$ cat src/design/rbi_pkg.sv
package rbi_pkg;

  localparam int WORD_BITS = 32;
  localparam int CFG_IDX_W = 3;
  localparam int MAX_STEPS = 9;
  localparam int STEP_W    = $clog2(MAX_STEPS);

  localparam logic [1:0] REQ_INTEGRATE = 2'd0;
  localparam logic [1:0] REQ_ADVANCE   = 2'd1;
  localparam logic [1:0] REQ_IMPULSE   = 2'd2;

  localparam logic [CFG_IDX_W-1:0] CFG_INV_MASS    = 3'd0;
  localparam logic [CFG_IDX_W-1:0] CFG_INV_INERTIA = 3'd1;
  localparam logic [CFG_IDX_W-1:0] CFG_GRAVITY_X   = 3'd2;
  localparam logic [CFG_IDX_W-1:0] CFG_GRAVITY_Y   = 3'd3;
  localparam logic [CFG_IDX_W-1:0] CFG_FIXED_DT    = 3'd4;
  localparam logic [CFG_IDX_W-1:0] CFG_LIN_DAMP    = 3'd5;
  localparam logic [CFG_IDX_W-1:0] CFG_ANG_DAMP    = 3'd6;

  typedef struct packed {
    logic [1:0]         req_type;
    logic signed [31:0] force_x;
    logic signed [31:0] force_y;
    logic signed [31:0] torque;
    logic [30:0]        dt;
    logic signed [31:0] impulse_x;
    logic signed [31:0] impulse_y;
    logic signed [31:0] contact_x;
    logic signed [31:0] contact_y;
  } in_req_t;

  typedef struct packed {
    logic signed [31:0] vel_x;
    logic signed [31:0] vel_y;
    logic signed [31:0] ang_vel;
    logic signed [31:0] pos_x;
    logic signed [31:0] pos_y;
    logic signed [31:0] rotation;
  } out_res_t;

  typedef enum logic [3:0] {
    A_FX, A_FY, A_TQ, A_IX, A_IY, A_CX, A_CY, A_VX, A_VY, A_W, A_T0, A_T1, A_T2
  } a_sel_t;

  typedef enum logic [2:0] {
    B_IM, B_II, B_FDT, B_LD, B_AD, B_DT, B_IX, B_IY
  } b_sel_t;

  typedef enum logic [3:0] {
    D_VX, D_VY, D_W, D_PX, D_PY, D_ANG, D_T0, D_T1, D_T2
  } dst_t;

  typedef enum logic [2:0] {
    S_ZERO, S_GX, S_GY, S_DST, S_T0
  } add_sel_t;

  // one multiply, then dst = sat(addend +/- sat(product))
  typedef struct packed {
    a_sel_t   a_sel;
    b_sel_t   b_sel;
    dst_t     dst;
    add_sel_t add_sel;
    logic     sub;
    logic     last;
  } uop_t;

  typedef struct packed {
    logic load_in;
    logic issue;
    uop_t uop;
    logic load_out;
  } dp_cmd_t;

  typedef struct packed {
    logic static_body;
  } dp_status_t;

  function automatic uop_t mk(a_sel_t a, b_sel_t b, dst_t d, add_sel_t s,
                              logic sub, logic last);
    uop_t u;
    u.a_sel   = a;
    u.b_sel   = b;
    u.dst     = d;
    u.add_sel = s;
    u.sub     = sub;
    u.last    = last;
    return u;
  endfunction

  // Step order places each read of a result after the write of that result has landed.
  function automatic uop_t ucode(logic [1:0] req, logic [STEP_W-1:0] step);
    uop_t u;
    u = mk(A_T0, B_IM, D_T0, S_ZERO, 1'b0, 1'b1);
    case (req)
      REQ_INTEGRATE: begin
        case (step)
          4'd0:    u = mk(A_FX, B_IM,  D_T0, S_GX,   1'b0, 1'b0);
          4'd1:    u = mk(A_TQ, B_II,  D_T2, S_ZERO, 1'b0, 1'b0);
          4'd2:    u = mk(A_FY, B_IM,  D_T1, S_GY,   1'b0, 1'b0);
          4'd3:    u = mk(A_T0, B_FDT, D_VX, S_DST,  1'b0, 1'b0);
          4'd4:    u = mk(A_T2, B_FDT, D_W,  S_DST,  1'b0, 1'b0);
          4'd5:    u = mk(A_T1, B_FDT, D_VY, S_DST,  1'b0, 1'b0);
          4'd6:    u = mk(A_VX, B_LD,  D_VX, S_ZERO, 1'b0, 1'b0);
          4'd7:    u = mk(A_W,  B_AD,  D_W,  S_ZERO, 1'b0, 1'b0);
          default: u = mk(A_VY, B_LD,  D_VY, S_ZERO, 1'b0, 1'b1);
        endcase
      end
      REQ_ADVANCE: begin
        case (step)
          4'd0:    u = mk(A_VX, B_DT, D_PX,  S_DST, 1'b0, 1'b0);
          4'd1:    u = mk(A_VY, B_DT, D_PY,  S_DST, 1'b0, 1'b0);
          default: u = mk(A_W,  B_DT, D_ANG, S_DST, 1'b0, 1'b1);
        endcase
      end
      REQ_IMPULSE: begin
        case (step)
          4'd0:    u = mk(A_CX, B_IY, D_T0, S_ZERO, 1'b0, 1'b0);
          4'd1:    u = mk(A_IX, B_IM, D_VX, S_DST,  1'b0, 1'b0);
          4'd2:    u = mk(A_CY, B_IX, D_T1, S_T0,   1'b1, 1'b0);
          4'd3:    u = mk(A_IY, B_IM, D_VY, S_DST,  1'b0, 1'b0);
          default: u = mk(A_T1, B_II, D_W,  S_DST,  1'b0, 1'b1);
        endcase
      end
      default: u = mk(A_T0, B_IM, D_T0, S_ZERO, 1'b0, 1'b1);
    endcase
    return u;
  endfunction

endpackage

$ cat src/design/rbi_ctrl.sv
module rbi_ctrl
  import rbi_pkg::*;
(
  input  logic       clk,
  input  logic       rst_n,
  input  logic       in_valid,
  input  logic [1:0] in_req_type,
  output logic       in_ready,
  output logic       out_valid,
  input  logic       out_ready,
  input  dp_status_t status,
  output dp_cmd_t    cmd
);

  typedef enum logic [3:0] {
    ST_IDLE  = 4'b0001,
    ST_RUN   = 4'b0010,
    ST_DRAIN = 4'b0100,
    ST_OUT   = 4'b1000
  } state_t;

  state_t            state_r, state_nxt;
  logic [1:0]        req_r, req_nxt;
  logic [STEP_W-1:0] step_r, step_nxt;
  logic              out_valid_r, out_valid_nxt;

  assign in_ready  = (state_r == ST_IDLE);
  assign out_valid = out_valid_r;

  always_comb begin
    state_nxt     = state_r;
    req_nxt       = req_r;
    step_nxt      = step_r;
    out_valid_nxt = out_valid_r;
    cmd           = '0;
    cmd.uop       = ucode(req_r, step_r);
    if (out_valid_r && out_ready) begin
      out_valid_nxt = 1'b0;
    end
    case (state_r)
      ST_IDLE: begin
        if (in_valid) begin
          cmd.load_in = 1'b1;
          req_nxt     = in_req_type;
          step_nxt    = '0;
          // static body (integrate or advance) or unused code: no state change, just report
          if (in_req_type == REQ_IMPULSE ||
              (in_req_type inside {REQ_INTEGRATE, REQ_ADVANCE} && !status.static_body)) begin
            state_nxt = ST_RUN;
          end else begin
            state_nxt = ST_OUT;
          end
        end
      end
      ST_RUN: begin
        cmd.issue = 1'b1;
        if (cmd.uop.last) begin
          state_nxt = ST_DRAIN;
        end else begin
          step_nxt = step_r + 1'b1;
        end
      end
      ST_DRAIN: begin
        state_nxt = ST_OUT;
      end
      ST_OUT: begin
        if (!out_valid_r || out_ready) begin
          cmd.load_out  = 1'b1;
          out_valid_nxt = 1'b1;
          state_nxt     = ST_IDLE;
        end
      end
      default: begin
        state_nxt = ST_IDLE;
      end
    endcase
  end

  always_ff @(posedge clk) begin
    if (!rst_n) begin
      state_r     <= ST_IDLE;
      req_r       <= '0;
      step_r      <= '0;
      out_valid_r <= 1'b0;
    end else begin
      state_r     <= state_nxt;
      req_r       <= req_nxt;
      step_r      <= step_nxt;
      out_valid_r <= out_valid_nxt;
    end
  end

endmodule

$ cat src/design/rbi_dp.sv
module rbi_dp
  import rbi_pkg::*;
(
  input  logic                 clk,
  input  logic                 rst_n,
  input  logic                 cfg_we,
  input  logic [CFG_IDX_W-1:0] cfg_index,
  input  logic [31:0]          cfg_wdata,
  input  in_req_t              in_data,
  output out_res_t             out_data,
  input  dp_cmd_t              cmd,
  output dp_status_t           status
);

  localparam int W = WORD_BITS;

  logic [30:0]  inv_mass_r, inv_inertia_r, fixed_dt_r;
  logic [16:0]  lin_damp_r, ang_damp_r;
  logic signed [W-1:0] grav_x_r, grav_y_r;

  in_req_t  in_r;
  out_res_t out_r;

  logic signed [W-1:0] vx_r, vy_r, w_r, px_r, py_r, ang_r, t0_r, t1_r, t2_r;

  logic signed [W-1:0]     a_val, b_val;
  logic signed [2*W-1:0]   prod;
  logic signed [2*W-17:0]  prod_r;
  uop_t                    wb_uop_r;
  logic                    wb_vld_r;

  logic signed [W-1:0] p_sat, addend, dst_val, res;
  logic signed [W:0]   sum;

  assign status.static_body = (inv_mass_r == '0);
  assign out_data = out_r;

  always_ff @(posedge clk) begin
    if (!rst_n) begin
      inv_mass_r    <= 31'd65536;
      inv_inertia_r <= 31'd65536;
      grav_x_r      <= '0;
      grav_y_r      <= '0;
      fixed_dt_r    <= 31'd1092;
      lin_damp_r    <= 17'd65536;
      ang_damp_r    <= 17'd65536;
    end else if (cfg_we) begin
      case (cfg_index)
        CFG_INV_MASS:    inv_mass_r    <= cfg_wdata[30:0];
        CFG_INV_INERTIA: inv_inertia_r <= cfg_wdata[30:0];
        CFG_GRAVITY_X:   grav_x_r      <= cfg_wdata;
        CFG_GRAVITY_Y:   grav_y_r      <= cfg_wdata;
        CFG_FIXED_DT:    fixed_dt_r    <= cfg_wdata[30:0];
        CFG_LIN_DAMP:    lin_damp_r    <= cfg_wdata[16:0];
        CFG_ANG_DAMP:    ang_damp_r    <= cfg_wdata[16:0];
        default: ;
      endcase
    end
  end

  always_ff @(posedge clk) begin
    if (cmd.load_in) begin
      in_r <= in_data;
    end
    if (cmd.load_out) begin
      out_r <= '{vel_x: vx_r, vel_y: vy_r, ang_vel: w_r,
                 pos_x: px_r, pos_y: py_r, rotation: ang_r};
    end
  end

  // issue stage: operand select and the shared multiplier
  always_comb begin
    case (cmd.uop.a_sel)
      A_FX:    a_val = in_r.force_x;
      A_FY:    a_val = in_r.force_y;
      A_TQ:    a_val = in_r.torque;
      A_IX:    a_val = in_r.impulse_x;
      A_IY:    a_val = in_r.impulse_y;
      A_CX:    a_val = in_r.contact_x;
      A_CY:    a_val = in_r.contact_y;
      A_VX:    a_val = vx_r;
      A_VY:    a_val = vy_r;
      A_W:     a_val = w_r;
      A_T0:    a_val = t0_r;
      A_T1:    a_val = t1_r;
      A_T2:    a_val = t2_r;
      default: a_val = '0;
    endcase
    case (cmd.uop.b_sel)
      B_IM:    b_val = {1'b0, inv_mass_r};
      B_II:    b_val = {1'b0, inv_inertia_r};
      B_FDT:   b_val = {1'b0, fixed_dt_r};
      B_LD:    b_val = {{(W-17){1'b0}}, lin_damp_r};
      B_AD:    b_val = {{(W-17){1'b0}}, ang_damp_r};
      B_DT:    b_val = {1'b0, in_r.dt};
      B_IX:    b_val = in_r.impulse_x;
      B_IY:    b_val = in_r.impulse_y;
      default: b_val = '0;
    endcase
    prod = a_val * b_val;
  end

  always_ff @(posedge clk) begin
    if (!rst_n) begin
      wb_vld_r <= 1'b0;
    end else begin
      wb_vld_r <= cmd.issue;
    end
    if (cmd.issue) begin
      // dropping the low 16 bits of a two's complement product floors it
      prod_r   <= prod[2*W-1:16];
      wb_uop_r <= cmd.uop;
    end
  end

  // write-back stage: saturate, accumulate, saturate
  always_comb begin
    if ((&prod_r[2*W-17:W-1]) || !(|prod_r[2*W-17:W-1])) begin
      p_sat = prod_r[W-1:0];
    end else begin
      p_sat = prod_r[2*W-17] ? {1'b1, {(W-1){1'b0}}} : {1'b0, {(W-1){1'b1}}};
    end
    case (wb_uop_r.dst)
      D_VX:    dst_val = vx_r;
      D_VY:    dst_val = vy_r;
      D_W:     dst_val = w_r;
      D_PX:    dst_val = px_r;
      D_PY:    dst_val = py_r;
      D_ANG:   dst_val = ang_r;
      D_T0:    dst_val = t0_r;
      D_T1:    dst_val = t1_r;
      D_T2:    dst_val = t2_r;
      default: dst_val = '0;
    endcase
    case (wb_uop_r.add_sel)
      S_ZERO:  addend = '0;
      S_GX:    addend = grav_x_r;
      S_GY:    addend = grav_y_r;
      S_DST:   addend = dst_val;
      S_T0:    addend = t0_r;
      default: addend = '0;
    endcase
    if (wb_uop_r.sub) begin
      sum = {addend[W-1], addend} - {p_sat[W-1], p_sat};
    end else begin
      sum = {addend[W-1], addend} + {p_sat[W-1], p_sat};
    end
    if (sum[W] != sum[W-1]) begin
      res = sum[W] ? {1'b1, {(W-1){1'b0}}} : {1'b0, {(W-1){1'b1}}};
    end else begin
      res = sum[W-1:0];
    end
  end

  always_ff @(posedge clk) begin
    if (!rst_n) begin
      vx_r  <= '0;
      vy_r  <= '0;
      w_r   <= '0;
      px_r  <= '0;
      py_r  <= '0;
      ang_r <= '0;
    end else if (wb_vld_r) begin
      case (wb_uop_r.dst)
        D_VX:  vx_r  <= res;
        D_VY:  vy_r  <= res;
        D_W:   w_r   <= res;
        D_PX:  px_r  <= res;
        D_PY:  py_r  <= res;
        D_ANG: ang_r <= res;
        default: ;
      endcase
    end
  end

  always_ff @(posedge clk) begin
    if (wb_vld_r) begin
      case (wb_uop_r.dst)
        D_T0:    t0_r <= res;
        D_T1:    t1_r <= res;
        D_T2:    t2_r <= res;
        default: ;
      endcase
    end
  end

endmodule

$ cat src/design/rigid_body_2d_integrator_core.sv
// channel   ports                               moves
// in        in_valid / in_ready / in_data       one request (in_req_t)
// out       out_valid / out_ready / out_data    body state after it (out_res_t)
// cfg       cfg_we / cfg_index / cfg_wdata      register write, no handshake
//
// A request is accepted, then issues its multiplies (integrate 9, impulse 5,
// advance 3) on the single shared 32x32 multiplier, one multiply per cycle,
// then the last write-back drains and the result register is loaded; a static
// body (integrate or advance) or an unused code issues no multiply.
// A waiting result does not block the next accept; the result register
// only delays the end of the next request. Reset is synchronous, clears the
// body state and sets the config registers to their defaults.
module rigid_body_2d_integrator_core
  import rbi_pkg::*;
(
  input  logic                 clk,
  input  logic                 rst_n,
  input  logic                 in_valid,
  output logic                 in_ready,
  input  in_req_t              in_data,
  output logic                 out_valid,
  input  logic                 out_ready,
  output out_res_t             out_data,
  input  logic                 cfg_we,
  input  logic [CFG_IDX_W-1:0] cfg_index,
  input  logic [31:0]          cfg_wdata
);

  dp_cmd_t    cmd;
  dp_status_t status;

  rbi_ctrl u_ctrl (
    .clk         (clk),
    .rst_n       (rst_n),
    .in_valid    (in_valid),
    .in_req_type (in_data.req_type),
    .in_ready    (in_ready),
    .out_valid   (out_valid),
    .out_ready   (out_ready),
    .status      (status),
    .cmd         (cmd)
  );

  rbi_dp u_dp (
    .clk       (clk),
    .rst_n     (rst_n),
    .cfg_we    (cfg_we),
    .cfg_index (cfg_index),
    .cfg_wdata (cfg_wdata),
    .in_data   (in_data),
    .out_data  (out_data),
    .cmd       (cmd),
    .status    (status)
  );

endmodule

$ cat config.mk
export PLATFORM = sky130hd
export DESIGN_NAME = rigid_body_2d_integrator_core
export DESIGN_NICKNAME = d
export VERILOG_FILES = /design/src/design/rbi_pkg.sv /design/src/design/rbi_ctrl.sv /design/src/design/rbi_dp.sv /design/src/design/rigid_body_2d_integrator_core.sv
export SDC_FILE = /design/constraint.sdc
export NUM_CORES = 2
export LEC_CHECK = 0
export BUFFER_PORTS_ARGS = -buffer_cell sky130_fd_sc_hd__buf_4
export CORE_UTILIZATION = 50
export CTS_BUF_LIST = sky130_fd_sc_hd__clkbuf_4
export DETAILED_ROUTE_END_ITERATION = 12
export PLACE_DENSITY = 0.7
export REMOVE_ABC_BUFFERS = 1
export SETUP_SLACK_MARGIN = 0.1
export SYNTH_ARGS = -nofsm -noshare
export SYNTH_HDL_FRONTEND = slang
export SYNTH_HIERARCHICAL = 1
export SYNTH_SLANG_ARGS = --single-unit
$ cat constraint.sdc
create_clock -name clk -period 10.8 [get_ports clk]
set_input_delay 2.16 -clock clk [delete_from_list [all_inputs] [get_ports clk]]
set_output_delay 2.16 -clock clk [all_outputs]
set_load 0.005 [all_outputs]
Word level (Yosys, flattened, before mapping)
Memory sizes are Yosys's and may differ from the RTL's. A register that Yosys moved wholly into a read port is not among the register bits. Index checks and enable logic that the tools add are counted. Widths: inputs -> output; s select.

Bits in registers: 994. Memory bits (read-only): 104. Input port bits: 297. Output and inout bits: 194. Word-level logic and storage cells: 167. Memories kept: 1.

$add $sub $neg: 3. Multipliers: 1. Eq/ne operators: 53. Muxes and demuxes: 31. Reduce and logical (&&, ||, !) cells: 39.

Memories: (no name shown) (depth 8, width 13, rd ports 1, clocked after memory_dff 1, wr ports 0, line rbi_pkg.sv:96) `case (step)`.

Operator list (number): $pmux 32 s13 (1); $pmux 32 s9 (1); $pmux 32 s8 (1); $mux 32 (4); $pmux 32 s4 (1); $mul 32x32->64 (1); $pmux 16 s4 (1); $pmux 16 s3 (1); $eq 4x3->1 const B (9); $reduce_and 2->1 (17); $add 32x32->33 (1); $mux 33 (1); $sub 32x32->33 (1); $pmux 16 s2 (1); $logic_not 31->1 (1); $eq 4x2->1 const B (7); $eq 4x4->1 const B (7); $eq 3x3->1 const B (8); $mux 4 (6); $eq 3x2->1 const B (6); $reduce_and 17->1 (1); $reduce_or 17->1 (1); $eq 4x1->1 const B (4); $mux 16 (1); other kinds (19) (44).

Longest topological paths before layout
Depth after elaboration: 8. Gate-level depth with buffers: 44. Depth with buffers taken out: 40.

Modules after synthesis
Netlist, hierarchy kept.

By module, submodules not included: rbi_dp (times used 1, cells an instance 7473, area an instance 75932.8 sq um, sequential area each 25674.6 sq um); rbi_ctrl (times used 1, cells an instance 175, area an instance 1463.9 sq um, sequential area each 480.5 sq um).

Least setup slack after synthesis
OpenSTA, ideal clock, no wires.

Path type: in2reg. Start point: in out_ready. End point: reg u_dp.out_r, in the netlist u_dp/out_data[0] (enable). Library setup time: 0.771 ns. Arrival time: 10.715 ns. Required time: 10.029 ns. Path slack: -0.686 ns. Cell stages on the path: 2. Buffers on the path: 0. Path through: nor2b_1 -> nor2b_1.

RTL lines: from (decl) (line rigid_body_2d_integrator_core.sv:22) `input logic out_ready,`; to (signal assigned) (line rbi_dp.sv:66) `out_r <= '{vel_x: vx_r, vel_y: vy_r, ang_vel: w_r,`; to (decl) (line rbi_dp.sv:22) `out_res_t out_r;`.

==> impl_metrics.sql <==
INSERT INTO impl_metrics (metric_group, metric, value, unit) VALUES
('floorplan', 'initial_cell_density_of_the_core', '0.5030', ''),
('min_path', 'hp-start', 'u_dp/ang_r[15]$_SDFFE_PN0P_', ''),
('placement', 'detailed_place_hpwl', '227.7', 'mm'),
('clock_tree', 'clk_pin_slew_worst_paths', '0.07', 'ns'),
('drt', 'first_iter_violations', '9534', ''),
('critical_path', 'rr_endpoint', 'u_dp/prod_r[39]$_DFFE_PP_', ''),
('clock_tree', 'clock-sinks', '1007', ''),
('status', 'status', 'finished, final reports clean', ''),
('global_route', 'vias_in_the_first_global_route', '63837', ''),
('sta', 'finalClockSkew', '0.09358', 'ns'),
('logic_synthesis', 'synth_compound_area_frac', '0.1181', ''),
('critical_path', 'critical_path.max_stage_delay', '0.55', 'ns'),
('clock_tree', 'cts.htree.levels', '4', ''),
('drt', 'wl', '296.4', 'mm'),
('min_path', 'holdPathStages', '0', ''),
('floorplan', 'core_area', '153900', 'sq um'),
('critical_path', 'required', '11.72', 'ns'),
('sta', 'slew_hr', '0.05382', ''),
('critical_path', 'timing.critical_path.slowest_stage_cell', 'sky130_fd_sc_hd__fa_1', ''),
('logic_synthesis', 'avgSynthCellArea', '10.12', 'sq um'),
('critical_path', 'critPathKind', 'register to register', ''),
('global_route', 'globalRouteOverflowTotal', '0', ''),
('logic_synthesis', 'netlist_instances', '7648', ''),
('critical_path', 'worstSetupStartpointType', 'register', ''),
('logic_synthesis', 'synth.yosys.warnings', '6', ''),
('cells_and_area', 'finish.net_count', '9903', ''),
('critical_path', 'timing.critical_path.arrival', '11.48', 'ns'),
('global_route', 'wire_length_of_the_first_global_routing_pass', '424.8', 'mm'),
('floorplan', 'rows', '144', ''),
('clock_tree', 'clock_latency', '1.27', 'ns'),
('drt', 'drcViolationCount', '0', ''),
('sta', 'max_clock_freq', '94.76', 'MHz'),
('logic_synthesis', 'synthDominantCellAreaShare', '0.2799', ''),
('drt', 'num_vias', '64630', ''),
('logic_synthesis', 'netlist_area', '77400', 'sq um'),
('sta', 'tightestPinTransition', '1.419', 'ns'),
('critical_path', 'worst_r2r_startpoint', 'u_ctrl/step_r[0]$_SDFFE_PN0N_', ''),
('logic_synthesis', 'synth_edf_count', '599', ''),
('cells_and_area', 'final_layout_size_suffix_gt1_frac', '0.1738', ''),
('sta', 'min_period_over_period', '0.9771', ''),
('logic_synthesis', 'synthDominantAreaCellType', 'sky130_fd_sc_hd__fa_1', ''),
('drt', 'drt_first_pass_iters', '9', ''),
('sta', 'rsz_0062_raised_after_global_routing', 'yes', ''),
('flow_run', 'timing.max_cap.violations', '0', ''),
('critical_path', 'rrSetupSlack', '0.25', 'ns'),
('logic_synthesis', 'post_synthesis_simple_gate_area_fraction', '0.1184', ''),
('global_route', 'grt_antenna_before_repair', '39', ''),
('clock_tree', 'cts_bufs_inserted', '232', ''),
('clock_tree', 'cts-root-buf', 'sky130_fd_sc_hd__clkbuf_4', ''),
('clock_tree', 'holdBufCountCts', '0', ''),
('critical_path', 'reg2regPathDepth', '41', ''),
('global_route', 'grt_max_degree', '148', ''),
('placement', 'place_congestion', '1.047', ''),
('floorplan', 'vertical_die_dimension', '395.4', 'um'),
('critical_path', 'setup.worst_path.end_class', 'register', ''),
('sta', 'report.final.slew_viol_count', '0', ''),
('logic_synthesis', 'synthMuxAreaShare', '0.01720', ''),
('critical_path', 'worstPathMaxFanout', '20', ''),
('floorplan', 'num_io_pins', '491', ''),
('logic_synthesis', 'synth_cell_types', '97', ''),
('critical_path', 'most_frequent_cell_on_the_critical_path', 'sky130_fd_sc_hd__fa_1', ''),
('drt', 'avgViaCountPerCell', '6.117', ''),
('sta', 'holdWs', '0.4050', 'ns'),
('logic_synthesis', 'synthTopCellsByArea', 'sky130_fd_sc_hd__fa_1, sky130_fd_sc_hd__edfxtp_1, sky130_fd_sc_hd__dfxtp_1', ''),
('logic_synthesis', 'combinational_family_with_the_most_area_after_synthesis', 'adder cells', ''),
('logic_synthesis', 'ys_async_sr_fraction', '0', ''),
('sta', 'hold_viol_final', '0', ''),
('cells_and_area', 'synthToLayoutAreaGrowth', '15.22', '%'),
('cells_and_area', 'nFillCells', '13114', ''),
('clock_tree', 'ctsLongestPathBuffers', '3', ''),
('min_path', 'holdCritPathClass', 'register to register', '');
## final cells by class
class,instances,area [sq um],area share
repair buffers,878,7144,0.08011
well taps,2044,2557,0.02868
clock buffers,344,2582,0.02896
flip-flops and latches,1007,26160,0.2934
clock inverters,86,529.3,0.005935
multi-input cells,5103,46080,0.5167
inverters,1080,4068,0.04561
diodes,24,60.06,0.0006734
## routing by layer
layer  up-vias  global-route usage  share of wire
met5         -                   0        0.00063
met4        28              0.1985          0.065
met3      1053              0.1200           0.14
met2      4883              0.5549           0.43
met1     32015              0.4867           0.36
li1      26651                   -              -
## cells in the final DEF, fill, tap and decap left out, types with 69 or more instances in the layout
cell type / count
sky130_fd_sc_hd__edfxtp_1: 599
sky130_fd_sc_hd__buf_4: 829
sky130_fd_sc_hd__a22oi_1: 221
sky130_fd_sc_hd__mux2i_1: 69
sky130_fd_sc_hd__clkbuf_4: 344
sky130_fd_sc_hd__o21ai_0: 235
sky130_fd_sc_hd__fa_1: 1081
sky130_fd_sc_hd__nor2_1: 643
sky130_fd_sc_hd__nand2_1: 1003
sky130_fd_sc_hd__dfxtp_1: 402
sky130_fd_sc_hd__ha_1: 222
sky130_fd_sc_hd__inv_1: 1075
sky130_fd_sc_hd__a21oi_1: 494
## critical path, delay by kind of cell, from the launching register on
kind,cells,cell delay [ns]
compound gates,12,2.86
simple gates,6,0.94
fa+ha+maj,10,4.32
xor+xnor,1,0.09
mux,1,0.17
flops,1,0.38
buf+inv,11,1.46
## what timing repair did
action / 4_1_cts / 5_1_grt
setup endpoints to repair: 7 / 35
buffers inserted: 0 / 21
pin swaps: 2 / 30
gates resized for setup: 9 / 69
gates cloned: 0 / 5
## how the worst max path moves through the flow
stage | startpoint | endpoint | slack [ns] | depth (start not counted)
after floorplan | u_ctrl/req_r[0]$_SDFFE_PN0P_ | u_dp/prod_r[44]$_DFFE_PP_ | -2.48 | 28
after global placement | u_ctrl/req_r[0]$_SDFFE_PN0P_ | u_dp/prod_r[39]$_DFFE_PP_ | 0.02 | 36
after detailed placement | u_ctrl/req_r[0]$_SDFFE_PN0P_ | u_dp/prod_r[39]$_DFFE_PP_ | -0.10 | 36
after CTS | u_ctrl/step_r[0]$_SDFFE_PN0N_ | u_dp/prod_r[39]$_DFFE_PP_ | 0.10 | 39
after global routing | u_ctrl/step_r[1]$_SDFFE_PN0N_ | u_dp/prod_r[39]$_DFFE_PP_ | -0.04 | 37
final | u_ctrl/step_r[0]$_SDFFE_PN0N_ | u_dp/prod_r[39]$_DFFE_PP_ | 0.25 | 41
## registers in the layout, summed over array words and instances, names as in the netlist, 31 cells and up, named ones only
register	cells
u_dp/vy_r	32
u_dp/grav_y_r	32
u_dp/t2_r	32
u_dp/ang_r	32
u_dp/t1_r	32
u_dp/prod_r	48
u_dp/py_r	32
u_dp/inv_inertia_r	31
u_dp/inv_mass_r	31
u_dp/t0_r	32
u_dp/grav_x_r	32
u_dp/out_data	192
u_dp/vx_r	32
u_dp/w_r	32
u_dp/px_r	32
u_dp/in_r	255
u_dp/fixed_dt_r	31
## synthesized netlist by cell type (17+ instances only)
cell type,instances
sky130_fd_sc_hd__a221oi_1,28
sky130_fd_sc_hd__mux2_2,32
sky130_fd_sc_hd__ha_1,222
sky130_fd_sc_hd__a21oi_1,504
sky130_fd_sc_hd__o21ai_0,244
sky130_fd_sc_hd__nor2_1,659
sky130_fd_sc_hd__maj3_2,20
sky130_fd_sc_hd__a21o_1,65
sky130_fd_sc_hd__buf_1,28
sky130_fd_sc_hd__a221o_1,49
sky130_fd_sc_hd__nor2b_1,60
sky130_fd_sc_hd__a31oi_1,23
sky130_fd_sc_hd__a22oi_1,222
sky130_fd_sc_hd__xnor2_1,61
sky130_fd_sc_hd__nor4_1,20
sky130_fd_sc_hd__nand2_1,1006
sky130_fd_sc_hd__clkbuf_1,412
sky130_fd_sc_hd__nand3_1,60
sky130_fd_sc_hd__a222oi_1,38
sky130_fd_sc_hd__inv_1,1076
sky130_fd_sc_hd__edfxtp_1,599
sky130_fd_sc_hd__o21a_1,17
sky130_fd_sc_hd__xor2_1,55
sky130_fd_sc_hd__dfxtp_1,408
sky130_fd_sc_hd__nand4_1,58
sky130_fd_sc_hd__nand2b_1,70
sky130_fd_sc_hd__mux2i_1,73
sky130_fd_sc_hd__and3_1,37
sky130_fd_sc_hd__a211oi_1,32
sky130_fd_sc_hd__a22o_1,22
sky130_fd_sc_hd__fa_1,1082
sky130_fd_sc_hd__and2_1,67
sky130_fd_sc_hd__nor3_1,40
## per-stage QoR
stage,cell area [sq um],cells,setup TNS (ns),setup WS (ns),utilization
floorplan,75620,7187,-221.28,-2.477,-
global placement,85480,10086,0,0.01855,0.5556
detailed placement,85480,10086,-0.1910,-0.1000,0.5556
CTS,88630,10516,0,0.1004,0.5760
global route,89150,10553,-0.03766,-0.03766,0.5794
finish,89180,10566,0,0.2473,0.5796
## cells by family (layout without fill, tap and decap cells)
group,Yosys count,count (layout)
AOI/OAI and AO/OA,1401,1402
xor gates and xnor gates,117,117
adders and majority gates,1331,1331
buffers and inverters,1541,2388
DFF,1007,1007
muxes,116,116
other,0,24
and+or+nand+nor,2135,2137
Power is left out: the tool's default activity adds up to more than one toggle a clock period on the data nets, which glitch-free logic cannot reach.
